==> src/rtl/timf_pkg.sv <==
package timf_pkg;

  localparam int unsigned TsW = 32;
  localparam int unsigned CntW = 16;
  localparam int unsigned QualW = 6;
  localparam int unsigned CfgIdxW = 1;

  localparam logic [TsW-1:0] NoiseReset = 32'd4000;
  localparam logic [TsW-1:0] NoQualifyPeriod = 32'd10000000;
  localparam logic [6:0] TolScale = 7'd100;
  localparam logic [2:0] TolPercent = 3'd5;
  localparam logic [CntW-1:0] CntMax = 16'hFFFF;
  localparam logic [QualW-1:0] QualMax = 6'h3F;

  localparam logic [CfgIdxW-1:0] RegNoise = 1'b0;
  localparam logic [CfgIdxW-1:0] RegStrobe = 1'b1;

  localparam logic ModeEdge = 1'b0;
  localparam logic ModeRecompute = 1'b1;

  typedef struct packed {
    logic            mode;
    logic [TsW-1:0]  timestamp;
  } in_item_t;

  typedef struct packed {
    logic [TsW-1:0]   expected_period;
    logic [CntW-1:0]  turn_mark_count;
    logic [CntW-1:0]  mark_count;
    logic             strobe_level;
    logic             interval_accepted;
    logic [QualW-1:0] qualified_count;
  } out_item_t;

  // Divider start/result group
  typedef struct packed {
    logic start;
    logic busy;
    logic done;
  } div_ctl_t;

endpackage

==> src/rtl/timf_if.sv <==
interface timf_in_if;
  logic               valid;
  logic               ready;
  timf_pkg::in_item_t payload;
  modport source (output valid, output payload, input ready);
  modport sink (input valid, input payload, output ready);
endinterface

interface timf_out_if;
  logic                valid;
  logic                ready;
  timf_pkg::out_item_t payload;
  modport source (output valid, output payload, input ready);
  modport sink (input valid, input payload, output ready);
endinterface

==> src/rtl/tacho_interval_median_filter.sv <==
// Channel  | Dir | Payload
// in_if    | in  | mode, timestamp
// out_if   | out | expected_period, turn_mark_count, mark_count, strobe_level,
//          |     | interval_accepted, qualified_count
// cfg      | in  | cfg_we_i, cfg_idx_i, cfg_wdata_i
// After reset a clearing pass writes zero to every ring entry.
// An edge item goes through accept, update and ring write, then the result register.
// A recompute item runs a rank count that reads the ring once per candidate,
// a tolerance pass, and a bit-serial divide that is skipped when nothing qualifies;
// the single ring read port sets the length of the rank count and the tolerance pass.
// The next item is taken once the result register is loaded; a result still waiting
// there holds the following item in its output state.
module tacho_interval_median_filter #(
  parameter int unsigned RING_DEPTH = 32
) (
  input  logic                 clk_i,
  input  logic                 rst_ni,
  timf_in_if.sink              in_if,
  timf_out_if.source           out_if,
  input  logic                 cfg_we_i,
  input  logic [timf_pkg::CfgIdxW-1:0] cfg_idx_i,
  input  logic [31:0]          cfg_wdata_i
);
  localparam int unsigned AddrW = $clog2(RING_DEPTH);
  localparam int unsigned CW = $clog2(RING_DEPTH + 1);
  localparam int unsigned SumW = 32 + CW;
  localparam int unsigned MedRank = RING_DEPTH / 2;

  typedef enum logic [3:0] {
    S_CLEAR, S_IDLE, S_EDGE, S_RANK_RD, S_RANK_CMP, S_QUAL, S_QUAL_LAST,
    S_DIV_START, S_DIV_WAIT, S_OUT
  } state_e;

  state_e state_q;

  // ring memory, one read and one write port
  logic [31:0] ring_mem [RING_DEPTH];
  logic             mem_we;
  logic [AddrW-1:0] mem_waddr, mem_raddr;
  logic [31:0]      mem_wdata, mem_rdata_q;

  always_ff @(posedge clk_i) begin
    if (mem_we) ring_mem[mem_waddr] <= mem_wdata;
    mem_rdata_q <= ring_mem[mem_raddr];
  end

  logic [31:0]       noise_q, prev_ts_q, period_q, cand_q, median_q;
  logic [15:0]       strobe_mark_q, marks_q, latched_q;
  logic              prev_valid_q, strobe_q, acc_q;
  logic [AddrW-1:0]  wptr_q;
  logic [timf_pkg::QualW-1:0] qual_q;
  logic [CW-1:0]     idx_q, cnt_gt_q, cnt_ge_q, qcnt_q;
  logic [AddrW-1:0]  cand_idx_q;
  logic              rd_pend_q, cand_phase_q;
  logic [SumW-1:0]   sum_q;
  logic [31:0]       ts_q;
  logic              out_valid_q;
  timf_pkg::out_item_t out_q;

  // interval
  logic [31:0] diff;
  assign diff = (ts_q >= prev_ts_q) ? ts_q - prev_ts_q : prev_ts_q - ts_q;

  logic [34:0] e5;
  logic [32:0] d_ext;
  assign e5 = {3'b0, period_q} + {1'b0, period_q, 2'b0};
  assign d_ext = {1'b0, diff};
  logic gt_turn, gt_mark;
  assign gt_turn = {2'b0, d_ext} > {2'b0, e5[34:2]};
  // d > floor(E/3)  <=>  d >= floor(E/3)+1  <=>  3d > E - (E mod 3) ... use 3d >= E+1 - ?:
  // floor(E/3) < d  <=>  E/3 < d  <=>  E < 3d (integers)
  logic [33:0] d3;
  assign d3 = {2'b0, diff} + {1'b0, diff, 1'b0};
  assign gt_mark = d3 > {2'b0, period_q};

  // tolerance: 100*|v-m| < 5*m  (equivalent to floor(100*|v-m|/m) < 5)
  logic [31:0] vdiff;
  logic [38:0] lhs, rhs;
  assign vdiff = (mem_rdata_q >= median_q) ? mem_rdata_q - median_q
                                           : median_q - mem_rdata_q;
  assign lhs = 39'(vdiff) * 39'(timf_pkg::TolScale);
  assign rhs = 39'(median_q) * 39'(timf_pkg::TolPercent);

  // divider, started only when something qualified
  timf_pkg::div_ctl_t div_ctl;
  logic [SumW-1:0] quo;
  timf_div #(.NumW(SumW), .DenW(CW)) u_div (
    .clk_i, .rst_ni, .start_i(div_ctl.start), .num_i(sum_q), .den_i(qcnt_q),
    .busy_o(div_ctl.busy), .done_o(div_ctl.done), .quo_o(quo)
  );
  assign div_ctl.start = (state_q == S_DIV_START) && (qcnt_q != '0);

  assign in_if.ready = (state_q == S_IDLE);
  assign out_if.valid = out_valid_q;
  assign out_if.payload = out_q;

  // memory port steering
  always_comb begin
    mem_we = 1'b0;
    mem_waddr = wptr_q;
    mem_wdata = diff;
    mem_raddr = cand_idx_q;
    if (state_q == S_CLEAR) begin
      mem_we = 1'b1;
      mem_waddr = idx_q[AddrW-1:0];
      mem_wdata = '0;
    end else if (state_q == S_EDGE) begin
      mem_we = prev_valid_q && (diff > noise_q);
    end
    if (state_q == S_RANK_RD) begin
      mem_raddr = (rd_pend_q && !cand_phase_q) ? idx_q[AddrW-1:0] : cand_idx_q;
    end else if (state_q == S_RANK_CMP || state_q == S_QUAL) begin
      mem_raddr = idx_q[AddrW-1:0];
    end
  end

  // configuration
  always_ff @(posedge clk_i or negedge rst_ni) begin
    if (!rst_ni) begin
      noise_q <= timf_pkg::NoiseReset;
      strobe_mark_q <= '0;
    end else if (cfg_we_i) begin
      unique case (cfg_idx_i)
        timf_pkg::RegNoise:  noise_q <= cfg_wdata_i;
        timf_pkg::RegStrobe: strobe_mark_q <= cfg_wdata_i[15:0];
        default: ;
      endcase
    end
  end

  // Rank search: for each candidate c, count entries > c (gt) and >= c (ge).
  // The median is the c with gt <= MedRank < ge.
  always_ff @(posedge clk_i or negedge rst_ni) begin
    if (!rst_ni) begin
      state_q <= S_CLEAR;
      idx_q <= '0;
      wptr_q <= '0;
      prev_ts_q <= '0;
      prev_valid_q <= 1'b0;
      period_q <= '0;
      marks_q <= '0;
      latched_q <= '0;
      strobe_q <= 1'b0;
      qual_q <= '0;
      acc_q <= 1'b0;
      out_valid_q <= 1'b0;
      cand_idx_q <= '0;
      rd_pend_q <= 1'b0;
      cand_phase_q <= 1'b0;
      cnt_gt_q <= '0;
      cnt_ge_q <= '0;
      qcnt_q <= '0;
      ts_q <= '0;
      cand_q <= '0;
      median_q <= '0;
      sum_q <= '0;
      out_q <= '0;
    end else begin
      // drop the result once taken, unless a new one is loaded now
      if (out_if.valid && out_if.ready && state_q != S_OUT) out_valid_q <= 1'b0;
      unique case (state_q)
        S_CLEAR: begin
          idx_q <= idx_q + 1'b1;
          if (idx_q == CW'(RING_DEPTH - 1)) state_q <= S_IDLE;
        end
        S_IDLE: begin
          if (in_if.valid) begin
            ts_q <= in_if.payload.timestamp;
            acc_q <= 1'b0;
            if (in_if.payload.mode == timf_pkg::ModeRecompute) begin
              cand_idx_q <= '0;
              idx_q <= '0;
              cand_phase_q <= 1'b1;
              rd_pend_q <= 1'b0;
              state_q <= S_RANK_RD;
            end else begin
              state_q <= S_EDGE;
            end
          end
        end
        S_EDGE: begin
          if (prev_valid_q && diff > noise_q) begin
            acc_q <= 1'b1;
            wptr_q <= (wptr_q == AddrW'(RING_DEPTH - 1)) ? '0 : wptr_q + 1'b1;
            if (gt_turn) latched_q <= marks_q;
            if (gt_mark) begin
              strobe_q <= ((gt_turn ? 16'd0 : marks_q) == strobe_mark_q);
              if (gt_turn) marks_q <= 16'd1;
              else if (marks_q != timf_pkg::CntMax) marks_q <= marks_q + 1'b1;
            end else if (gt_turn) begin
              marks_q <= '0;
            end
          end
          prev_ts_q <= ts_q;
          prev_valid_q <= 1'b1;
          state_q <= S_OUT;
        end
        S_RANK_RD: begin
          // candidate read issued in phase 1, sweep reads follow
          if (cand_phase_q) begin
            cand_phase_q <= 1'b0;
            rd_pend_q <= 1'b1;
            idx_q <= '0;
            cnt_gt_q <= '0;
            cnt_ge_q <= '0;
          end else begin
            if (rd_pend_q && idx_q == '0) cand_q <= mem_rdata_q;
            state_q <= S_RANK_CMP;
            idx_q <= idx_q + 1'b1;
          end
        end
        S_RANK_CMP: begin
          if (mem_rdata_q > cand_q) cnt_gt_q <= cnt_gt_q + 1'b1;
          if (mem_rdata_q >= cand_q) cnt_ge_q <= cnt_ge_q + 1'b1;
          if (idx_q == CW'(RING_DEPTH)) begin
            // decide on this candidate after its final compare
            if ((cnt_gt_q + CW'(mem_rdata_q > cand_q)) <= CW'(MedRank) &&
                (cnt_ge_q + CW'(mem_rdata_q >= cand_q)) > CW'(MedRank)) begin
              median_q <= cand_q;
              state_q <= S_QUAL;
              idx_q <= '0;
              rd_pend_q <= 1'b1;
              sum_q <= '0;
              qcnt_q <= '0;
            end else begin
              state_q <= S_RANK_RD;
              cand_phase_q <= 1'b1;
              idx_q <= '0;
              rd_pend_q <= 1'b0;
              cand_idx_q <= cand_idx_q + 1'b1;
            end
          end else begin
            idx_q <= idx_q + 1'b1;
          end
        end
        S_QUAL: begin
          // first cycle only primes the read
          if (rd_pend_q) begin
            rd_pend_q <= 1'b0;
          end else begin
            if (median_q != '0 && lhs < rhs) begin
              sum_q <= sum_q + SumW'(mem_rdata_q);
              qcnt_q <= qcnt_q + 1'b1;
            end
          end
          if (idx_q == CW'(RING_DEPTH - 1) && !rd_pend_q) state_q <= S_QUAL_LAST;
          else if (!rd_pend_q || idx_q == '0) idx_q <= rd_pend_q ? idx_q + 1'b1 : idx_q + 1'b1;
        end
        S_QUAL_LAST: begin
          if (median_q != '0 && lhs < rhs) begin
            sum_q <= sum_q + SumW'(mem_rdata_q);
            qcnt_q <= qcnt_q + 1'b1;
          end
          state_q <= S_DIV_START;
        end
        S_DIV_START: begin
          if (qcnt_q == '0) begin
            period_q <= timf_pkg::NoQualifyPeriod;
            qual_q <= '0;
            state_q <= S_OUT;
          end else begin
            state_q <= S_DIV_WAIT;
          end
        end
        S_DIV_WAIT: begin
          if (div_ctl.done) begin
            period_q <= quo[31:0];
            qual_q <= (qcnt_q > CW'(timf_pkg::QualMax)) ? timf_pkg::QualMax
                                                         : (timf_pkg::QualW)'(qcnt_q);
            state_q <= S_OUT;
          end
        end
        S_OUT: begin
          if (!out_valid_q || out_if.ready) begin
            out_valid_q <= 1'b1;
            out_q.expected_period <= period_q;
            out_q.turn_mark_count <= latched_q;
            out_q.mark_count <= marks_q;
            out_q.strobe_level <= strobe_q;
            out_q.interval_accepted <= acc_q;
            out_q.qualified_count <= qual_q;
            state_q <= S_IDLE;
          end
        end
        default: state_q <= S_IDLE;
      endcase
    end
  end

  // write pointer stays in range
  assert property (@(posedge clk_i) disable iff (!rst_ni)
    wptr_q <= AddrW'(RING_DEPTH - 1)) else $error("ring pointer out of range");
  // no item taken while clearing or working
  assert property (@(posedge clk_i) disable iff (!rst_ni)
    in_if.ready |-> state_q == S_IDLE) else $error("ready outside idle");
  // divider only runs in its wait state
  assert property (@(posedge clk_i) disable iff (!rst_ni)
    div_ctl.busy |-> state_q == S_DIV_WAIT) else $error("divider busy out of place");
endmodule

==> src/rtl/timf_div.sv <==
// Restoring divider, one quotient bit per cycle
module timf_div #(
  parameter int unsigned NumW = 40,
  parameter int unsigned DenW = 32
) (
  input  logic            clk_i,
  input  logic            rst_ni,
  input  logic            start_i,
  input  logic [NumW-1:0] num_i,
  input  logic [DenW-1:0] den_i,
  output logic            busy_o,
  output logic            done_o,
  output logic [NumW-1:0] quo_o
);
  localparam int unsigned StepW = $clog2(NumW + 1);

  logic [NumW-1:0]  quo_q, quo_d;
  logic [DenW:0]    rem_q, rem_d;
  logic [DenW-1:0]  den_q, den_d;
  logic [StepW-1:0] step_q, step_d;
  logic             busy_q, busy_d, done_q, done_d;
  logic [DenW:0]    trial;

  always_comb begin
    quo_d = quo_q;
    rem_d = rem_q;
    den_d = den_q;
    step_d = step_q;
    busy_d = busy_q;
    done_d = 1'b0;
    trial = {rem_q[DenW-1:0], quo_q[NumW-1]};
    if (start_i) begin
      quo_d = num_i;
      rem_d = '0;
      den_d = den_i;
      step_d = StepW'(NumW);
      busy_d = 1'b1;
    end else if (busy_q) begin
      // shift in the next dividend bit and try a subtract
      if (trial >= {1'b0, den_q}) begin
        rem_d = trial - {1'b0, den_q};
        quo_d = {quo_q[NumW-2:0], 1'b1};
      end else begin
        rem_d = trial;
        quo_d = {quo_q[NumW-2:0], 1'b0};
      end
      step_d = step_q - 1'b1;
      if (step_q == StepW'(1)) begin
        busy_d = 1'b0;
        done_d = 1'b1;
      end
    end
  end

  always_ff @(posedge clk_i or negedge rst_ni) begin
    if (!rst_ni) begin
      busy_q <= 1'b0;
      done_q <= 1'b0;
      step_q <= '0;
    end else begin
      busy_q <= busy_d;
      done_q <= done_d;
      step_q <= step_d;
    end
  end

  always_ff @(posedge clk_i) begin
    quo_q <= quo_d;
    rem_q <= rem_d;
    den_q <= den_d;
  end

  assign busy_o = busy_q;
  assign done_o = done_q;
  assign quo_o = quo_q;
endmodule
==> src/flat_wrapper.sv <==
// flat-port wrapper written by rule: the top's interface ports become plain ports
module tacho_interval_median_filter_flat 
#(
  parameter int unsigned RING_DEPTH = 32
)
  (clk_i, rst_ni, cfg_we_i, cfg_idx_i, cfg_wdata_i, in_if_valid, in_if_payload, in_if_ready, out_if_valid, out_if_payload, out_if_ready);
  timf_in_if in_if_i ();
  timf_out_if out_if_i ();
  input  logic clk_i;
  input  logic rst_ni;
  input  logic cfg_we_i;
  input  logic [timf_pkg::CfgIdxW-1:0] cfg_idx_i;
  input  logic [31:0] cfg_wdata_i;
  input wire logic [$bits(in_if_i.valid)-1:0] in_if_valid;
  input wire logic [$bits(in_if_i.payload)-1:0] in_if_payload;
  output wire logic [$bits(in_if_i.ready)-1:0] in_if_ready;
  output wire logic [$bits(out_if_i.valid)-1:0] out_if_valid;
  output wire logic [$bits(out_if_i.payload)-1:0] out_if_payload;
  input wire logic [$bits(out_if_i.ready)-1:0] out_if_ready;
  assign in_if_i.valid = in_if_valid;
  assign in_if_i.payload = in_if_payload;
  assign in_if_ready = in_if_i.ready;
  assign out_if_valid = out_if_i.valid;
  assign out_if_payload = out_if_i.payload;
  assign out_if_i.ready = out_if_ready;
  tacho_interval_median_filter #(.RING_DEPTH(RING_DEPTH)) u_core (.clk_i(clk_i), .rst_ni(rst_ni), .in_if(in_if_i), .out_if(out_if_i), .cfg_we_i(cfg_we_i), .cfg_idx_i(cfg_idx_i), .cfg_wdata_i(cfg_wdata_i));
endmodule
==> config.mk <==
export PLATFORM = sky130hd
export DESIGN_NAME = tacho_interval_median_filter_flat
export DESIGN_NICKNAME = d
export VERILOG_FILES = /design/src/rtl/timf_pkg.sv /design/src/rtl/timf_if.sv /design/src/rtl/tacho_interval_median_filter.sv /design/src/rtl/timf_div.sv /design/src/flat_wrapper.sv
export SDC_FILE = /design/constraint.sdc
export NUM_CORES = 2
export LEC_CHECK = 0
export ABC_AREA = 1
export BUFFER_PORTS_ARGS = -buffer_cell sky130_fd_sc_hd__buf_2
export CORE_ASPECT_RATIO = 2
export CORE_MARGIN = 5
export CORE_UTILIZATION = 58
export CTS_CLUSTER_SIZE = 40
export DETAILED_ROUTE_END_ITERATION = 10
export GPL_TIMING_DRIVEN = 0
export PLACE_DENSITY = 0.79
export SYNTH_ARGS = -nofsm -noshare
export SYNTH_HDL_FRONTEND = slang
export SYNTH_HIERARCHICAL = 1
export SYNTH_SLANG_ARGS = --single-unit
==> constraint.sdc <==
create_clock -name clk_i -period 6 [get_ports clk_i]
set_clock_uncertainty 0.05 [all_clocks]
set_input_delay 0 -clock clk_i [delete_from_list [all_inputs] [get_ports clk_i]]
set_output_delay 0 -clock clk_i [all_outputs]
set_load 0.02 [all_outputs]
* After elaboration in Yosys (flattened, before gate mapping)
Memory sizes are Yosys's and may differ from the RTL's. A register that Yosys moved wholly into a read port is not among the register bits.
Cells that the tools add are included.
** Operators by class
- Add/subtract/negate cells :: 18
- Multiply operators :: 2
- $lt $le $gt $ge :: 12
- Equal/unequal tests :: 35
- Muxes and demuxes :: 90
- Bitwise operators :: 2
- Reduce and logical (&&, ||, !) cells :: 49
** Operators by type and width (count)
- 38-bit 2-to-1 mux :: 6
- 32-bit 2-to-1 mux :: 5
- 32-bit subtractor :: 4
- 6-bit 2-to-1 mux :: 19
- 38-bit case mux with 3 select lines :: 1
- 32-bit greater-or-equal comparator :: 3
- 32-bit greater-than comparator :: 2
- 16-bit 2-to-1 mux :: 4
- 32-bit case mux with 2 select lines :: 1
- 5-bit 2-to-1 mux :: 9
- 4-bit case mux with 10 select lines :: 1
- 39-bit by 35-bit < comparator with 1-bit output :: 1
- 38-bit by 32-bit adder with 38-bit output :: 1
- 32-bit by 5-bit multiplier with 37-bit output (second input constant) :: 1
- 6-bit case mux with 2 select lines :: 3
- 32-bit by 34-bit adder with 35-bit output :: 1
- 32-bit by 3-bit multiplier with 35-bit output (second input constant) :: 1
- 32-bit by 33-bit adder with 34-bit output :: 1
- 34-bit by 32-bit greater-than comparator with 1-bit output :: 1
- 32-bit by 33-bit greater-than comparator with 1-bit output :: 1
- 2-bit != test (second input constant) :: 16
- 32-bit nonzero test :: 1
- 6-bit case mux with 5 select lines :: 1
- 4-bit 2-to-1 mux :: 7
- other kinds (46) :: 117
** Storage, ports and cells
- Register bits after elaboration :: 458
- Memory bits (writable) :: 1024
- Word-level logic and storage cells :: 245
- Memories :: 1
** Memories
- u_core.ring_mem :: words 32, bits a word 32, rd ports 1, clocked after Yosys merged registers in 1, write ports 1, RTL line tacho_interval_median_filter.sv:37 : logic [31:0] ring_mem [RING_DEPTH];

* Longest topological paths before layout
- Depth in word-level cells :: 8
- Mapped depth :: 50
- Depth with buffers taken out :: 48

* By module
Netlist, hierarchy kept.
** By module, submodules not included
- tacho_interval_median_filter :: times used 1, cells each 8295, area an instance 80288.3 sq um, sequential area each 41407.2 sq um
- timf_div :: times used 1, cells each 304, area an instance 2793.9 sq um, sequential area each 1641.6 sq um

* Worst setup path after synthesis
Ideal clock, no wire load.
- Kind :: register to register
- From :: register u_core.mem_rdata_q[6], read port of u_core.ring_mem
- To :: register u_core.sum_q[22]
- Library setup time :: 0.113 ns
- Data arrival time :: 6.318 ns
- Setup slack :: -0.481 ns
- Stages on the path, launching flop included :: 47
- Path buffers :: 4
- Path through :: dfxtp_1 inv_1 ha_1 buf_2 nand2_1 nor2_2 nand2_1 nand2_1 nand2_1 nand3_1 nand2_1 nand2_2 buf_2 buf_2 mux2i_1 xor2_1 ha_1 ha_1 (+11 left out) nand3_1 a21boi_0 xnor2_1 ha_1 nand2_1 inv_1 nand3_1 nor4_1 nand4_1 nor2_1 nor2_2 nand3_2 nand2_4 nand2_8 buf_6 nand2_2 nand2_1 inv_1
** On the way
- Cells in the longest elaborated chain, start to end :: 8
- Elaborated cells on any way between the ends :: 20
- Those cells by class :: 5 x add/sub; 1 x mul; 6 x order compare; 1 x eq/ne; 4 x mux; 3 x reduce/logical
** RTL lines
- start, declared :: RTL line tacho_interval_median_filter.sv:40 : logic [31:0] mem_wdata, mem_rdata_q;
- 32-bit subtractor, or another cell as far along :: RTL line tacho_interval_median_filter.sv:80 : : median_q - mem_rdata_q;
- 32-bit 2-to-1 mux :: RTL line tacho_interval_median_filter.sv:79 : assign vdiff = (mem_rdata_q >= median_q) ? mem_rdata_q - median_q
- 32-bit by 5-bit multiplier with 37-bit output :: RTL line tacho_interval_median_filter.sv:81 : assign lhs = 39'(vdiff) * 39'(timf_pkg::TolScale);
- 39-bit by 35-bit < comparator with 1-bit output :: RTL line tacho_interval_median_filter.sv:241, tacho_interval_median_filter.sv:250
- 1-bit logical AND :: RTL line tacho_interval_median_filter.sv:241, tacho_interval_median_filter.sv:250
- 38-bit 2-to-1 mux :: RTL line tacho_interval_median_filter.sv:241, tacho_interval_median_filter.sv:250
- 38-bit 2-to-1 mux :: RTL line tacho_interval_median_filter.sv:238 : if (rd_pend_q) begin
- 38-bit case mux with 3 select lines :: RTL line tacho_interval_median_filter.sv:161 : unique case (state_q)
- end signal, assigned :: RTL line tacho_interval_median_filter.sv:242 : sum_q <= sum_q + SumW'(mem_rdata_q);
- end signal, assigned :: RTL line tacho_interval_median_filter.sv:251 : sum_q <= sum_q + SumW'(mem_rdata_q);
- end, declared :: RTL line tacho_interval_median_filter.sv:55 : logic [SumW-1:0] sum_q;
Several ways; a longest one is shown, not always the timed one. The select of a mux whose other input is x is not followed.
A chain may end at the register's enable or synchronous reset.

* Worst setup path after layout
- From :: register u_core.median_q[0]
- To :: register u_core.sum_q[34]
** On the way
- Cells in the longest elaborated chain, start to end :: 8
- Elaborated cells on any way between the ends :: 12
- Those cells by class :: 2 x add/sub; 2 x mul; 2 x order compare; 4 x mux; 2 x reduce/logical
** RTL lines
- start, declared :: RTL line tacho_interval_median_filter.sv:47 : logic [31:0] noise_q, prev_ts_q, period_q, cand_q, median_q;
- start signal, assigned :: RTL line tacho_interval_median_filter.sv:219 : median_q <= cand_q;
- 32-bit subtractor, or another cell as far along :: RTL line tacho_interval_median_filter.sv:80
- 32-bit 2-to-1 mux :: RTL line tacho_interval_median_filter.sv:79
- 32-bit by 5-bit multiplier with 37-bit output :: RTL line tacho_interval_median_filter.sv:81
- 39-bit by 35-bit < comparator with 1-bit output :: RTL line tacho_interval_median_filter.sv:241, tacho_interval_median_filter.sv:250
- 1-bit logical AND (*) :: RTL line tacho_interval_median_filter.sv:241, tacho_interval_median_filter.sv:250
- 38-bit 2-to-1 mux (*)
- 38-bit 2-to-1 mux
- 38-bit case mux with 3 select lines (*)
Mark *: on every way between the ends. The rest lies on a longest branch, timed or not. The select of a mux whose other input is x is not followed.

==> results.yml <==
logic_synthesis:
  synth_flop_cell: "edfxtp_1"
  ys_seq_area_share_pct: 51.8
  synth_compound_area_share_pct: 14.1
  netlist_area_mm2: 0.0831
  synth_seq_cells: 1514
  synthesis.nets: 9269
  yosys.area_share.xor_xnor_pct: 2.33
  synth_top_family_by_area: "simple AND/OR/NAND/NOR gates"
  synth_edf_count: 1068
  ys_types: 72
  synthMuxAreaShare_pct: 0.125
  syn_inst: 8599
  async_flop_share_pct: 26.9
  syn_area_per_cell_um2: 9.66
  yosys_warnings: 6
  synthAdderAreaFrac_pct: 9.34
  yosys.area_share.simple_pct: 16.4
placed_design:
  dpl.hpwl_mm: 215
  place_inst: 10700
  globalplace.congestion: 1.05
  io_buffers: 144
  dpl_cell_area_mm2: 0.0883
worst_setup_path:
  path_class: "reg2reg"
  start_kind: "register"
  cp.required_ns: 6.62
  cpPeakStageDelay_ns: 0.52
  cp_num_buf_inv: 11
  crit_family: "adder cells"
  crit_path_max_fanout: 8
  cp.arrival_ns: 7.95
  crit_path_end_kind: "register"
  cpMaxStageDelayCell: "fa_1"
grt:
  grt_use_met2_pct: 67.0
  grt_pass1_vias: 72100
  antenna_found_initial: 11
  grtUsageMet3_pct: 6.49
  top_usage_layer: "met2"
  grt_max_degree: 130
  met1_usage_pct: 35.6
  grt.overflow.total: 0
  grt_usage_pct: 37.9
  grt_pass1_wl_mm: 433
route:
  drc: 0
  vias_per_cell: 6.24
  vias: 71100
  dr.pass1.iters: 9
  finalWirelength_mm: 302
  ant_nets: 0
  drt-initial-drc-count: 6945
  routedWlPerCell_um: 26.5
layout:
  area_delta_synth_final_pct: 21.4
  fillCellCount: 10100
  final_core_util_pct: 70.8
  finalInstanceArea_mm2: 0.101
  layout-drive-gt1-share_pct: 18.3
  nets: 10100
  layout_commonest_cell: "nand2_1"
  final_cell_mix: "nand2_1, edfxtp_1, nor2_1"
  final_cells: 11400
status:
  violations: "negative hold slack, negative setup slack"
  status: "finished with violations"
floorplan:
  pin_count: 145
  rows: 196
  core_area_mm2: 0.142
  start_util_pct: 58.3
  die_h_um: 545
  fp.dieW_um: 278
  die-area_mm2: 0.151
sta:
  fin_hold_ws_ns: -0.0105
  post-route-period-util_pct: 122
  final.setup.worst_slack_ns: -1.33
  worst_pin_slew_ns: 1.40
  rsz0062_at_grt: "yes"
  fmax_mhz: 136
  setup_viol: 82
  finalMaxSlewViolations: 0
  period_needed_ns: 7.33
  slew_headroom_pct: 5.62
  hold_viol: 1
clocking:
  htree_levels: 4
  cts_tree: "built"
  ctsRootBufferMaster: "clkbuf_16"
  numCtsBuffers: 143
  clk_pin_slew_worst_paths_ns: 0.07
  clock-sinks: 1514
  worstSkewPairLatency_ns: 0.82
  clk_path_buf_depth: 4
min_path:
  hold_path.class: "in2reg"
job:
  max_cap_viol_count: 0
-- worst register-to-register path, delay by kind of cell, from the launching register on --
kind	cells	cell delay, ns
and+or+nand+nor	13	1.49
AOI/OAI and AO/OA	6	1.28
DFF	1	0.47
buffers and inverters	11	1.17
xor gates and xnor gates	2	0.48
adders and majority gates	7	2.27
-- metrics by stage --
step | TNS (ns) | hold WS [ns] | worst slack, ns
after global placement | -4685.27 | 0.198 | -3.45
after detailed placement | -2202.37 | -0.0492 | -2.70
after CTS | -228.49 | 0.00130 | -1.05
after global routing | -100.71 | 0.00547 | -1.49
after floorplan | -0.268 | -0.346 | -0.0338
final | -69.55 | -0.0105 | -1.33
-- worst paths after layout --
kind                                  startpoint                    end  slack (ns)  cells past startpoint
min in group asynchronous                 rst_ni      u_core/noise_q[7]        0.42                      3
max reg2reg                   u_core/median_q[0]       u_core/sum_q[34]       -1.33                     39
min                              cfg_wdata_i[16]     u_core/noise_q[16]       -0.01                      4
max                           u_core/median_q[0]       u_core/sum_q[34]       -1.33                     39
max in group asynchronous                 rst_ni     u_core/median_q[5]        4.13                      5
min reg2reg                u_core/u_div/rem_q[2]  u_core/u_div/rem_q[2]        0.42                      2
-- repair_timing --
| action | 4_1_cts | 5_1_grt |
|---|---|---|
| gates cloned | 15 | 6 |
| buffers inserted | 179 | 139 |
| pin swaps | 163 | 175 |
| hold buffers | 132 | 0 |
| endpoints found under the setup margin | 1107 | 1129 |
| resized for setup | 512 | 369 |
| endpoints found under the hold margin | 388 | 0 |
-- kinds of logic after synthesis --
group / after synthesis
buffers and inverters: 1234
adders and majority gates: 599
muxes: 10
AOI/OAI and AO/OA: 1836
and+or+nand+nor: 3185
xor gates and xnor gates: 221
DFF: 1514
-- registers in the layout, summed over array words and instances (netlist names), 16 cells and up --
signal / count
u_core/out_if.payload: 72
u_core/noise_q: 32
u_core/strobe_mark_q: 16
u_core/sum_q: 38
u_core/median_q: 32
u_core/u_div/quo_o: 38
u_core/cand_q: 32
u_core/prev_ts_q: 32
u_core/ring_mem: 1024
u_core/marks_q: 16
u_core/ts_q: 32
u_core/latched_q: 16
u_core/period_q: 32
u_core/mem_rdata_q: 32
-- layout make-up --
type,count,area (µm²),area share [%]
multi-input combinational,5857,39300,39.0
antenna,9,22.5,0.0223
clock inverter,67,734,0.728
timing repair buffer,662,6270,6.22
tap,1881,2350,2.33
buffer,330,1670,1.65
clock buffer,179,3840,3.80
inverter,899,3410,3.39
sequential,1514,43200,42.8
-- per-layer routing --
| metal | share of wire (%) | up-vias | wire length (µm) |
|---|---|---|---|
| met2 | 50 | 3881 | 150000 |
| met3 | 6.6 | 1595 | 20000 |
| met4 | 14 | 4 | 41300 |
| li1 | - | 31500 | - |
| met1 | 30 | 34100 | 90300 |
| met5 | 0.011 | - | 32 |
-- cells in the mapped netlist (all sizes together) (11+ instances only) --
master  instances  area [µm²]
o211ai        275        2060
nor2         1017        3860
o22ai          12        75.1
buf           153         830
o21bai         30         225
inv           896        3370
clkbuf        182         687
nand2        1371        5280
o31ai          11        82.6
dfrtp         402       10100
fa             35         701
nor3           56         302
a21oi         500        2520
a31oi          26         163
a21o           31         233
xnor2          66         578
nand3b         19         143
or2           268        1680
xor2          155        1360
nand3         381        1930
o311ai        260        2280
nand4          38         238
ha            564        7060
o21a           66         495
a221oi         14         146
dfxtp          38         761
o21ai         551        2900
a21boi         12        90.1
o221ai         18         158
nor4           21         138
edfxtp       1068       32100
Power is left out: the tool's default activity adds up to more than one toggle a clock period on the data nets, which glitch-free logic cannot reach.
